File: config.mk
export PLATFORM = sky130hd
export DESIGN_NAME = xoshiro256_plus_generator
export DESIGN_NICKNAME = d
export VERILOG_FILES = /design/src/rtl/core/xo256p_pkg.sv /design/src/rtl/core/xo256p_datapath.sv /design/src/rtl/core/xo256p_ctrl.sv /design/src/rtl/core/xoshiro256_plus_generator.sv
export SDC_FILE = /design/constraint.sdc
export NUM_CORES = 1
export LEC_CHECK = 0
export BUFFER_PORTS_ARGS = -buffer_cell sky130_fd_sc_hd__buf_4
export CELL_PAD_IN_SITES_DETAIL_PLACEMENT = 1
export CELL_PAD_IN_SITES_GLOBAL_PLACEMENT = 1
export CORE_UTILIZATION = 43
export DETAILED_ROUTE_END_ITERATION = 8
export PLACE_DENSITY = 0.79
export SETUP_SLACK_MARGIN = 0.1
export SLEW_MARGIN = 20
export SYNTH_ARGS = -nofsm -noshare
export SYNTH_HDL_FRONTEND = slang
export SYNTH_SLANG_ARGS = --single-unit
File: constraint.sdc
create_clock -name aclk -period 3.4 [get_ports aclk]
set_clock_uncertainty 0.2 [all_clocks]
set_input_delay 0.34 -clock aclk [delete_from_list [all_inputs] [get_ports aclk]]
set_output_delay 0.34 -clock aclk [all_outputs]
set_load 0.1 [all_outputs]
File: src/rtl/core/xo256p_pkg.sv
// ----------------------------------------------------------------------------
// xo256p_pkg
// Shared types and constants for the xoshiro256+ generator: seed, jump
// polynomial, controller states and the controller-to-datapath command.
// ----------------------------------------------------------------------------
package xo256p_pkg;

    localparam int WordWidth     = 64;
    localparam int NumWords      = 4;
    localparam int FractionWidth = 23;
    localparam int CountWidth    = 7;
    localparam int PolyBits      = WordWidth * NumWords;
    localparam int PolyIdxWidth  = $clog2(PolyBits);
    localparam int ShiftAmount   = 17;
    localparam int RotAmount     = 45;

    typedef logic [WordWidth-1:0] word_t;
    typedef word_t [NumWords-1:0] words_t;

    // operation codes carried on s_tuser
    typedef enum logic {
        OP_GENERATE = 1'b0,
        OP_JUMP     = 1'b1
    } op_t;

    localparam words_t SeedWords = {
        64'hea9bfe26838f091d, 64'h0c60dc05b8f9266a,
        64'h8f51e36d13fa4f21, 64'h172373c35cc277fb
    };

    // word 0 in the lowest bits, so bit index = word * 64 + bit
    localparam logic [PolyBits-1:0] JumpPoly = {
        64'h39abdc4529b1661c, 64'ha9582618e03fc9aa,
        64'hd5a61266f0c9392c, 64'h180ec6d33cfd0aba
    };

    typedef enum logic [1:0] {
        ST_IDLE,
        ST_REDUCE,
        ST_JUMP
    } ctrl_state_t;

    typedef struct packed {
        logic gen;       // advance once and capture a fraction
        logic step;      // one jump step: accumulate and advance
        logic poly_bit;  // jump polynomial bit for this step
        logic finish;    // last step of a jump: state takes the accumulators
    } dp_cmd_t;

endpackage

File: src/rtl/core/xo256p_datapath.sv
// ----------------------------------------------------------------------------
// xo256p_datapath
// State words, jump accumulators, the xoshiro256+ step and the fraction
// output register.
// ----------------------------------------------------------------------------
module xo256p_datapath (
    input  logic                                  aclk,
    input  logic                                  aresetn,
    input  xo256p_pkg::dp_cmd_t                   cmd,
    output logic [xo256p_pkg::FractionWidth-1:0]  fraction
);
    import xo256p_pkg::*;

    words_t state_reg, state_next;
    words_t acc_reg, acc_next;
    words_t adv;
    words_t acc_upd;
    word_t  sum;
    logic [FractionWidth-1:0] frac_reg, frac_next;

    always_comb begin
        word_t t;
        word_t n0;
        word_t n1;
        word_t n2;
        word_t n3;
        t  = state_reg[1] << ShiftAmount;
        n2 = state_reg[2] ^ state_reg[0];
        n3 = state_reg[3] ^ state_reg[1];
        n1 = state_reg[1] ^ n2;
        n0 = state_reg[0] ^ n3;
        n2 = n2 ^ t;
        n3 = (n3 << RotAmount) | (n3 >> (WordWidth - RotAmount));
        adv = {n3, n2, n1, n0};
    end

    assign sum     = adv[0] + adv[3];
    assign acc_upd = cmd.poly_bit ? (acc_reg ^ state_reg) : acc_reg;

    always_comb begin
        state_next = state_reg;
        acc_next   = acc_reg;
        frac_next  = frac_reg;
        if (cmd.gen) begin
            state_next = adv;
            frac_next  = sum[WordWidth-1 -: FractionWidth];
        end else if (cmd.step) begin
            if (cmd.finish) begin
                state_next = acc_upd;
                acc_next   = '0;
            end else begin
                state_next = adv;
                acc_next   = acc_upd;
            end
        end
    end

    always_ff @(posedge aclk) begin
        if (!aresetn) begin
            state_reg <= SeedWords;
            acc_reg   <= '0;
        end else begin
            state_reg <= state_next;
            acc_reg   <= acc_next;
        end
    end

    always_ff @(posedge aclk) begin
        frac_reg <= frac_next;
    end

    assign fraction = frac_reg;

endmodule

File: src/rtl/core/xo256p_ctrl.sv
// ----------------------------------------------------------------------------
// xo256p_ctrl
// Controller: input and output handshakes, jump count reduction and the
// 256-step sequencing of each jump.
// ----------------------------------------------------------------------------
module xo256p_ctrl #(
    parameter int JUMP_LIMIT = 128
) (
    input  logic                                aclk,
    input  logic                                aresetn,
    input  logic                                s_tvalid,
    output logic                                s_tready,
    input  logic                                op,
    input  logic [xo256p_pkg::CountWidth-1:0]   jump_count,
    output logic                                m_tvalid,
    input  logic                                m_tready,
    output xo256p_pkg::dp_cmd_t                 cmd
);
    import xo256p_pkg::*;

    localparam logic [CountWidth:0] LimitW = (CountWidth + 1)'(JUMP_LIMIT);

    ctrl_state_t state_reg, state_next;
    logic [CountWidth-1:0]   jumps_reg, jumps_next;
    logic [PolyIdxWidth-1:0] bit_reg, bit_next;
    logic                    out_valid_reg, out_valid_next;
    logic                    s_fire;

    assign s_tready = (state_reg == ST_IDLE) && (!out_valid_reg || m_tready);
    assign s_fire   = s_tvalid && s_tready;
    assign m_tvalid = out_valid_reg;

    always_comb begin
        state_next     = state_reg;
        jumps_next     = jumps_reg;
        bit_next       = bit_reg;
        out_valid_next = out_valid_reg && !m_tready;
        cmd            = '0;
        unique case (state_reg)
            ST_IDLE: begin
                if (s_fire) begin
                    if (op_t'(op) == OP_GENERATE) begin
                        cmd.gen        = 1'b1;
                        out_valid_next = 1'b1;
                    end else begin
                        jumps_next = jumps_reg;
                        jumps_next = jump_count;
                        state_next = ST_REDUCE;
                    end
                end
            end
            ST_REDUCE: begin
                // count modulo the limit by repeated subtraction
                if ({1'b0, jumps_reg} >= LimitW) begin
                    jumps_next = CountWidth'({1'b0, jumps_reg} - LimitW);
                end else if (jumps_reg == '0) begin
                    state_next = ST_IDLE;
                end else begin
                    bit_next   = '0;
                    state_next = ST_JUMP;
                end
            end
            ST_JUMP: begin
                cmd.step     = 1'b1;
                cmd.poly_bit = JumpPoly[bit_reg];
                bit_next     = bit_reg + 1'b1;
                if (bit_reg == PolyIdxWidth'(PolyBits - 1)) begin
                    cmd.finish = 1'b1;
                    jumps_next = jumps_reg - 1'b1;
                    if (jumps_reg == CountWidth'(1)) begin
                        state_next = ST_IDLE;
                    end
                end
            end
            default: begin
                state_next = ST_IDLE;
            end
        endcase
    end

    always_ff @(posedge aclk) begin
        if (!aresetn) begin
            state_reg     <= ST_IDLE;
            jumps_reg     <= '0;
            bit_reg       <= '0;
            out_valid_reg <= 1'b0;
        end else begin
            state_reg     <= state_next;
            jumps_reg     <= jumps_next;
            bit_reg       <= bit_next;
            out_valid_reg <= out_valid_next;
        end
    end

endmodule

File: src/rtl/core/xoshiro256_plus_generator.sv
// ----------------------------------------------------------------------------
// xoshiro256_plus_generator
// xoshiro256+ generator with a fixed seed, 23-bit fraction output and
// repeated 2^128-step jumps.
// ----------------------------------------------------------------------------
// usage:
//   s_ channel: s_tuser selects the operation (0 generate, 1 jump),
//   s_tdata[6:0] holds the jump count, used by jump only.
//   m_ channel: m_tdata[22:0] is the fraction, value = fraction * 2^-23.
//   a generate transaction advances the state once and its fraction appears
//   on m_ in the cycle after acceptance; with the sink ready, generate
//   transactions are taken every cycle.
//   a jump transaction returns nothing; it first reduces the count modulo
//   JUMP_LIMIT by repeated subtraction, then runs as many jumps as the
//   remainder, each over all jump polynomial bits (one polynomial bit per
//   cycle through the shared state update); s_tready stays low meanwhile.
//   reset loads the seed words and clears m_tvalid; the fraction register is not reset.
//   while m_tready is low, a waiting fraction holds and no new transaction
//   is taken; one is taken in the same cycle the waiting fraction leaves.
// ----------------------------------------------------------------------------
module xoshiro256_plus_generator #(
    parameter int JUMP_LIMIT = 128
) (
    input  logic        aclk,
    input  logic        aresetn,
    input  logic        s_tvalid,
    output logic        s_tready,
    input  logic [7:0]  s_tdata,   // [6:0] jump_count, [7] zero
    input  logic        s_tuser,   // [0] operation
    output logic        m_tvalid,
    input  logic        m_tready,
    output logic [23:0] m_tdata    // [22:0] fraction, [23] zero
);
    import xo256p_pkg::*;

    dp_cmd_t                  cmd;
    logic [FractionWidth-1:0] fraction;

    xo256p_ctrl #(
        .JUMP_LIMIT(JUMP_LIMIT)
    ) u_ctrl (
        .aclk       (aclk),
        .aresetn    (aresetn),
        .s_tvalid   (s_tvalid),
        .s_tready   (s_tready),
        .op         (s_tuser),
        .jump_count (s_tdata[CountWidth-1:0]),
        .m_tvalid   (m_tvalid),
        .m_tready   (m_tready),
        .cmd        (cmd)
    );

    xo256p_datapath u_datapath (
        .aclk     (aclk),
        .aresetn  (aresetn),
        .cmd      (cmd),
        .fraction (fraction)
    );

    assign m_tdata = {1'b0, fraction};

endmodule

After elaboration in Yosys (flattened, before gate mapping)
Memories as Yosys holds them, arrays and structs flattened. A register that Yosys moved wholly into a read port is not among the register bits.
Index checks and enable logic that the tools add are counted.
{"block": "op_classes", "add_sub_neg": 3, "order_cmp": 1, "eq_ne": 9, "mux": 28, "bitwise": 8, "n_reduce_logical": 15}
{"operator": "256-bit two-way mux", "n": 5}
{"operator": "64-bit XOR", "n": 5}
{"operator": "256-bit XOR", "n": 1}
{"operator": "64-bit adder", "n": 1}
{"operator": "64-bit by 45-bit bitwise OR with 64-bit output", "n": 1}
{"operator": "8-bit two-way mux", "n": 3}
{"operator": "7-bit two-way mux", "n": 3}
{"operator": "8-bit case mux with 2 select lines", "n": 1}
{"operator": "7-bit case mux with 2 select lines", "n": 1}
{"operator": "2-bit two-way mux", "n": 5}
{"operator": "8-bit by 9-bit < comparator with 1-bit output (second input constant)", "n": 1}
{"operator": "8-bit by 1-bit adder with 8-bit output (second input constant)", "n": 1}
{"operator": "8-bit equality test (second input constant)", "n": 1}
{"operator": "1-bit two-way mux", "n": 8}
{"operator": "4-bit AND reduction", "n": 2}
{"operator": "7-bit by 1-bit equality test with 1-bit output (second input constant)", "n": 1}
{"operator": "7-bit zero test", "n": 1}
{"operator": "7-bit by 1-bit subtractor with 7-bit output (second input constant)", "n": 1}
{"operator": "2-bit by 1-bit != test with 1-bit output (second input constant)", "n": 3}
{"operator": "2-bit case mux with 3 select lines", "n": 1}
{"operator": "2-bit nonzero test", "n": 3}
{"operator": "2-bit != test (second input constant)", "n": 2}
{"operator": "2-bit AND reduction", "n": 2}
{"operator": "1-bit logical AND", "n": 3}
{"operator": "other kinds (7)", "n": 8}
{"block": "word_totals", "regBits": 553, "mem_bits_ro": 256, "in_bits": 13, "wordCells": 78, "n_memories": 1}
{"memory": "(name not given)", "depth": 256, "word_bits": 1, "rd": 1, "rd_clocked_by_memory_dff": 1, "wr": 0, "line": "xo256p_ctrl.sv:65", "text": "cmd.poly_bit = JumpPoly[bit_reg];"}

Longest topological paths before layout
Gate-level depths: netlist (run 1).
{"block": "logic_depth", "ltp_word": 8, "depth_mapped": 16}

Modules after synthesis
Synthesis (run 1) repeated with hierarchy kept, for this count alone.
{"block": "unflattened", "cells_unflattened": 4823, "hier_area_um2": 35741.8}
{"module": "xo256p_datapath", "n_inst": 1, "cells_each": 4570, "area_each_um2": 33913.8, "seq_area_each_um2": 10940.5}
{"module": "xo256p_ctrl", "n_inst": 1, "cells_each": 251, "area_each_um2": 1816.7, "seq_area_each_um2": 380.4}
{"module": "xoshiro256_plus_generator", "n_inst": 1, "cells_each": 2, "area_each_um2": 11.3, "seq_area_each_um2": 0.0}

Worst setup path before layout (run 1)
Ideal clock, no wire load.
{"block": "synth_path", "path_type": "register to register", "start": "reg u_ctrl.out_valid_reg, in the netlist u_ctrl.m_tvalid", "end": "reg u_datapath.frac_reg[0], in the netlist u_datapath.fraction[0], enable pin", "setup_ps": 383, "arrival_time_ps": 3993, "setup_slack_ps": -1176, "stages_incl_launch_ff": 4, "synth_period_minus_slack_ps": 4576, "cell_sequence": "dfxtp_1 -> nor2b_1 -> nor3_1 -> and3_1"}
{"element": "from (decl)", "line": "xo256p_ctrl.sv:26", "text": "logic out_valid_reg, out_valid_next;"}
{"element": "from (signal assigned)", "line": "xo256p_ctrl.sv:91", "text": "out_valid_reg <= out_valid_next;"}
{"element": "to (signal assigned)", "line": "xo256p_datapath.sv:69", "text": "frac_reg <= frac_next;"}
{"element": "to (decl)", "line": "xo256p_datapath.sv:19", "text": "logic [FractionWidth-1:0] frac_reg, frac_next;"}

Worst setup path in the final report (run 1)
{"block": "layout_path", "start": "reg u_datapath.state_reg[100] (netlist name)", "end": "reg u_datapath.frac_reg[13], in the netlist u_datapath.fraction[13], data pin"}
{"block": "layout_between", "elab_chain_cells": 3, "word_cells_on_any_way": 4}
{"element": "from (decl)", "line": "xo256p_datapath.sv:14", "text": "words_t state_reg, state_next;"}
{"element": "from (signal assigned)", "line": "xo256p_datapath.sv:60", "text": "state_reg <= SeedWords;"}
{"element": "from (signal assigned)", "line": "xo256p_datapath.sv:63", "text": "state_reg <= state_next;"}
{"element": "64-bit XOR *", "line": "xo256p_datapath.sv:29", "text": "n3 = state_reg[3] ^ state_reg[1];"}
{"element": "64-bit XOR / 64-bit by 45-bit bitwise OR with 64-bit output (equally long branches)", "line": "xo256p_datapath.sv:31, xo256p_datapath.sv:33"}
{"element": "64-bit adder *", "line": "xo256p_datapath.sv:37", "text": "assign sum = adv[0] + adv[3];"}
{"element": "named net u_datapath.sum[54]", "line": "xo256p_datapath.sv:18", "text": "word_t sum;"}
Mark *: on every way through the listed nets, which the timed path passes. The rest lies on a longest branch.
A chain may end at the register's enable or synchronous reset.

==> run summary, run 1 <==
Setup crit start kind: flop
Critical R2R Launch: u_datapath.state_reg[100]
critical path data required time: 3.57 ns
chip width: 286.5 um
Crit. End Element: flop
top cells by area, synth: dfxtp_1, a21oi_1, o21ai_0
final worst setup slack: -0.1455 ns
Final GP Congestion: 0.9097
top-level port count: 39
critical path type: reg2reg
Pwr Density: 734.0 nW/um^2
core area: 79520 um^2
worst vdd ir: 0.4214 mV
Syn Nets: 4959
maxcap violations: 0
top-count cell post-synth: nand2_1
fillers: 9822
Root Buffer: clkbuf_16
CTS tree: done
depth of the most critical reg-to-reg path: 16
CTS buffer count: 68
crit-path cells: xnor2_2 -> buf_4 -> buf_4 -> inv_1 -> ha_2 -> nand2_1 -> nor3_1 -> nand3_1 -> nor2_1 -> a21o_1 -> buf_4 -> a31oi_4 -> buf_4 -> o21ai_2 -> a31oi_1 -> xnor2_1
DP Area: 38330 um^2
violated checks: negative setup slack
CP Capture Point: u_datapath.fraction[13]
Iteration-0 DRC Markers: 3234
Final ANT Viol Nets: 0
Leak: 0.01673 uW
DRT Pass-1 Iters: 5
first-pass GRT wire length: 212600 um
# diodes: 0
unrepaired setup endpoints after global routing: yes
crit share post-route: 1.043
vias in the first global route: 37770
Peak Freq: 0.2820 GHz
DP Wirelength: 84600 um
Post-synth top flop: dfxtp_1
Async SR Flop Fraction: 0
Crit path largest cell delay: 0.36 ns
GR Overflow Total: 0
Post-Route WL: 138800 um
# setup viols final: 6
WL/cell: 22.78 um
Hold Violations, Final: 0
clock slew at reported path FFs: 0.06 ns
Worst Path Arrival: 3.72 ns
Max H-tree Level: 3
clk buf depth: 3
nets@finish: 5065
Crit path top cell by count: buf_4
via count: 37510
row cnt: 103
register area share after synthesis: 0.3253
CP top delay family: simple AND/OR/NAND/NOR gates
CP Max Fanout: 4
vias per std cell: 6.157
Worst setup startpoint: u_datapath.state_reg[100]
Area Overhead vs Synth: 20.91%
setup TNS: -0.3942 ns
reg2reg end: u_datapath.fraction[13]
status: finished, violations left
cell area after layout: 42080 um^2
Post-synth EDFFs: 23
Max-slew headroom: 0.2739
# port buffers: 36
WP buf/inv: 5
Clk Latency, worst-skew pair: 0.63 ns
Die ar.: 82080 um^2
die height: 286.5 um
DRC Markers: 0
share of layout cells above drive strength 1: 0.1708
Warnings, synthesis: 0
Starting Density: 0.4377
Syn Area/Cell: 7.129 um^2
top cell type's share of synthesized area: 0.3054
Netlist cell types: 87
FF+latch count, synth: 554
Final min period: 3.546 ns
initial antenna violation count: 1
commonest cells in the netlist: nand2_1, a21oi_1, o21ai_0
Slew @ Worst Pin: 1.089 ns
leading area contributor after synthesis: dfxtp_1
maximum number of pins on one net before global-route repair: 197
setup slack, reg-to-reg: -0.15 ns
clock sink count: 554
synthesized area: 34800 um^2
All-Layer GR Usage: 0.3225
WHS: 0.05026 ns
Syn Inst Count: 4882
final-report max-slew violation count: 0
hold crit path type: in2reg
Crit. path cell count: 16
Slowest cell on crit path: ha_2
## layout by cell type, fill, tap and decap left out, types with 15 or more instances in the layout
| master | synthesis | routed |
|---|---|---|
| inv_1 | 56 | 54 |
| o221ai_1 | 36 | 34 |
| xnor2_2 | 2 | 18 |
| a21oi_1 | 747 | 732 |
| o211ai_1 | 46 | 46 |
| a211oi_1 | 21 | 21 |
| dfxtp_1 | 531 | 491 |
| o211a_1 | 46 | 46 |
| nor2_1 | 324 | 319 |
| nor2b_1 | 20 | 19 |
| dfxtp_2 | 0 | 37 |
| buf_4 | 2 | 457 |
| o31ai_1 | 27 | 26 |
| clkbuf_1 | 418 | 15 |
| xor2_1 | 189 | 149 |
| clkbuf_8 | 0 | 17 |
| nand2_1 | 843 | 834 |
| o22ai_1 | 16 | 16 |
| edfxtp_1 | 23 | 23 |
| o2111ai_1 | 19 | 18 |
| buf_12 | 0 | 38 |
| and2_1 | 78 | 78 |
| a21boi_0 | 75 | 75 |
| xor2_2 | 0 | 35 |
| nand3_1 | 37 | 32 |
| a21o_1 | 36 | 36 |
| o21ai_0 | 666 | 659 |
| or3_1 | 72 | 72 |
| a31o_2 | 34 | 34 |
| ha_1 | 64 | 44 |
| a31oi_1 | 31 | 27 |
| xnor2_1 | 176 | 160 |
| clkbuf_16 | 0 | 70 |
## cell families after synthesis
group                    count (synthesis)  share of synthesized area
flip-flops                             554                     0.3253
buffers and inverters                  533                    0.05910
AND/OR/NAND/NOR                       1475                     0.1815
AO/OA/AOI/OAI                         1874                     0.3113
multiplexers                             5                   0.001618
XOR/XNOR                               374                    0.09746
other                                    1                  0.0001077
adder cells (fa/ha/maj)                 66                    0.02362
## tightest hold or removal path, stage by stage
cell and delay [ns]:
buf_4 0.08, nor2b_1 0.05, buf_4 0.14, o21a_1 0.19
## cell type report
| cell class | count | area (um^2) | area share |
|---|---|---|---|
| clock inverter | 22 | 211.5 | 0.005025 |
| multi-input combinational | 3795 | 22540 | 0.5356 |
| sequential | 554 | 11380 | 0.2704 |
| clock buffer | 102 | 2042 | 0.04852 |
| inverter | 57 | 224.0 | 0.005322 |
| timing repair buffer | 512 | 4373 | 0.1039 |
| tap | 1050 | 1314 | 0.03122 |
## worst min-delay path by stage
stage | from | cells after the start | end
6_report | m_tready | 4 | u_ctrl.m_tvalid
3_3_place_gp | u_datapath.acc_reg[166] | 2 | u_datapath.acc_reg[166]
3_5_place_dp | u_datapath.acc_reg[132] | 2 | u_datapath.acc_reg[132]
4_1_cts | m_tready | 4 | u_ctrl.m_tvalid
5_1_grt | m_tready | 4 | u_ctrl.m_tvalid
2_1_floorplan | s_tvalid | 2 | u_ctrl.state_reg[0]
## per-stage QoR
step	util	std cells	setup WS, ns	total power, uW
after floorplan	-	4882	0.1002	16070
after global placement	0.4820	5911	-0.1885	20960
after detailed placement	0.4820	5911	-0.3067	21420
after CTS	0.5194	6068	0.1046	29620
after global routing	0.5292	6092	-0.2026	32090
final	0.5292	6092	-0.1455	30890
## what timing repair did
item / 4_1_cts / 5_1_grt
setup endpoints to repair: 20 / 24
pin swaps: 55 / 94
gates resized for setup: 80 / 126
hold buffers: 11 / 0
buffers inserted: 22 / 25
gates cloned: 0 / 0
endpoints found under the hold margin: 13 / 0
## power breakdown
group	switching [uW]	internal [uW]	total, uW
Sequential	886	7450	8340
Combinational	8900	6120	15000
Clock	3130	4390	7520
Total	12900	18000	30900
## routing by layer
| layer | up-vias | wire [um] | global-route usage |
|---|---|---|---|
| met3 | 327 | 8351 | 0.04102 |
| met2 | 1245 | 65860 | 0.5495 |
| met1 | 18820 | 59370 | 0.4154 |
| met5 | - | 14 | 0 |
| met4 | 2 | 5158 | 0.1172 |
| li1 | 17110 | - | - |
(Power assumes the default switching activity.)
==> inputs of run 2 (changes only) <==
--- a/config.mk
+++ b/config.mk
@@ -11,7 +11,7 @@
 export CORE_UTILIZATION = 43
 export DETAILED_ROUTE_END_ITERATION = 8
 export PLACE_DENSITY = 0.79
-export SETUP_SLACK_MARGIN = 0.1
+export SETUP_SLACK_MARGIN = 0.2
 export SLEW_MARGIN = 20
 export SYNTH_ARGS = -nofsm -noshare
 export SYNTH_HDL_FRONTEND = slang
==> run 2 against run 1 <==
- the flow still finishes with violations (negative setup slack)
- maximum frequency decreased by 2.7%
- wire length decreased by 0.83%
- count of clock-buffer cells in the layout decreased by 1
- largest cell class unchanged
==> run summary, run 2 (synthesis gave the netlist of run 1 again) <==
CTS tree: done (unchanged)
Root Buffer: clkbuf_16 (unchanged)
Iteration-0 DRC Markers: 3008 (was 3234)
critical path type: reg2reg (unchanged)
DRT Pass-1 Iters: 8 (was 5)
Clk Latency, worst-skew pair: 0.63 ns (about the same)
status: finished, violations left (unchanged)
GR Overflow Total: 0 (unchanged)
Final ANT Viol Nets: 0 (unchanged)
commonest non-fill, non-tap cell in the layout: nand2_1 (unchanged)
Sequential Power Share: 0.270 (about the same)
DP Wirelength: 85310 um (was 84600 um)
critical path data required time: 3.57 ns (about the same)
die height: 286.5 um (unchanged)
Pwr Density: 731.8 nW/um^2 (was 734.0 nW/um^2)
CTS buffer count: 68 (unchanged)
Die ar.: 82080 um^2 (unchanged)
final core utilization: 0.5265 (was 0.5292)
Slew @ Worst Pin: 0.9852 ns (was 1.089 ns)
DP Area: 38420 um^2 (was 38330 um^2)
# port buffers: 36 (unchanged)
maximum number of pins on one net before global-route repair: 190 (was 197)
# setup viols final: 16 (was 6)
CP Max Fanout: 4 (unchanged)
Max-slew headroom: 0.3432 (was 0.2739)
Peak Freq: 0.2743 GHz (was 0.2820 GHz)
share of layout cells above drive strength 1: 0.1623 (was 0.1708)
Tot Pwr: 30630 uW (was 30890 uW)
final worst setup slack: -0.2454 ns (was -0.1455 ns)
unrepaired setup endpoints after global routing: yes (unchanged)
Area Overhead vs Synth: 20.28% (was 20.91%)
first-pass GRT wire length: 209500 um (was 212600 um)
Setup crit start kind: flop (unchanged)
Crit. End Element: flop (unchanged)
clock slew at reported path FFs: 0.06 ns (about the same)
initial antenna violation count: 1 (unchanged)
Post-Route WL: 137600 um (was 138800 um)
chip width: 286.5 um (unchanged)
highest-count cells in the layout ignoring fill and taps: nand2_1, a21oi_1, o21ai_0 (unchanged)
Leak: 0.01664 uW (was 0.01673 uW)
vias per std cell: 6.079 (was 6.157)
maxcap violations: 0 (unchanged)
clock power share: 0.238 (was 0.243)
clk buf depth: 3 (unchanged)
Worst Path Arrival: 3.82 ns (was 3.72 ns)
WHS: 0.3011 ns (was 0.05026 ns)
via count: 36990 (was 37510)
Sw Pwr: 12870 uW (was 12920 uW)
Internal: 17760 uW (was 17970 uW)
DRC Markers: 0 (unchanged)
setup TNS: -2.228 ns (was -0.3942 ns)
hold crit path type: reg2reg (was in2reg)
core area: 79520 um^2 (unchanged)
violated checks: negative setup slack (unchanged)
# diodes: 0 (unchanged)
Final GP Congestion: 0.9183 (was 0.9097)
final-report max-slew violation count: 0 (unchanged)
WL/cell: 22.61 um (was 22.78 um)
worst vdd ir: 0.3708 mV (was 0.4214 mV)
All-Layer GR Usage: 0.3183 (was 0.3225)
crit share post-route: 1.072 (was 1.043)
sw frac: 0.4203 (was 0.4182)
row cnt: 103 (unchanged)
Hold Violations, Final: 0 (unchanged)
share of total power in combinational logic: 0.492 (was 0.487)
Starting Density: 0.4377 (unchanged)
Final min period: 3.645 ns (was 3.546 ns)
cell area after layout: 41860 um^2 (was 42080 um^2)
Max H-tree Level: 3 (unchanged)
nets@finish: 5064 (was 5065)
vias in the first global route: 37090 (was 37770)
clock sink count: 554 (unchanged)
top-level port count: 39 (unchanged)
run 2: worst paths after layout:
path,from,cells after the start,endpoint,slack [ns]
worst min-delay path,u_datapath.acc_reg[185],2,u_datapath.acc_reg[185],0.30
worst min register to register,u_datapath.acc_reg[185],2,u_datapath.acc_reg[185],0.30
worst max-delay path,u_datapath.state_reg[226],16,u_datapath.fraction[12],-0.25
worst max register to register,u_datapath.state_reg[226],16,u_datapath.fraction[12],-0.25
run 2: worst max-delay path, cell delays in order, from the launching register on:
cell       delay [ns]
dfxtp_2          0.35
xor2_4           0.20
xor2_2           0.19
buf_4            0.16
ha_4             0.25
a21oi_2          0.16
o21ai_2          0.09
a221oi_2         0.22
nand3_1          0.17
a21oi_2          0.35
a31oi_4          0.16
a2111oi_4        0.22
buf_4            0.21
buf_6            0.11
o21bai_4         0.06
a21oi_2          0.17
xnor2_1          0.10
run 2: power by group through the flow:
stage	logic, uW	registers [uW]	clock network, uW
2_1_floorplan	7410	8710	0
3_3_place_gp	12700	8260	0
6_report	15100	8260	7290
3_5_place_dp	13100	8310	0
4_1_cts	13900	8200	7350
5_1_grt	15900	8320	7650
run 2: area by class of cell:
type                    count  area, um^2
multi-input cells        3795       22450
clock buffers             101        1978
clock inverters            17       172.7
well taps                1050        1314
flip-flops and latches    554       11370
inverters                  57       221.5
fillers                  9801       37650
repair buffers            511        4363
run 2: metrics by stage:
step | instances | setup slack (ns)
floorplan | 4882 | 0.2029
global placement | 5917 | -0.1268
detailed placement | 5917 | -0.1804
CTS | 6065 | -0.04294
global route | 6085 | -0.3452
finish | 6085 | -0.2454
run 2: repair_timing:
| item | 4_1_cts | 5_1_grt |
|---|---|---|
| resized for setup | 83 | 100 |
| endpoints found under the setup margin | 25 | 35 |
| buffers inserted | 18 | 20 |
| hold endpoints to repair | 21 | 0 |
| pin swaps | 57 | 62 |
| hold buffers | 12 | 0 |
run 2: per-layer routing:
layer	GRT usage	up-vias	share of wire	wire length (um)
met5	0	-	0	0
met2	0.5360	1128	0.47	65040
met3	0.03990	308	0.060	8318
li1	-	17110	-	-
met4	0.1243	0	0.036	4925
met1	0.4124	18450	0.43	59320
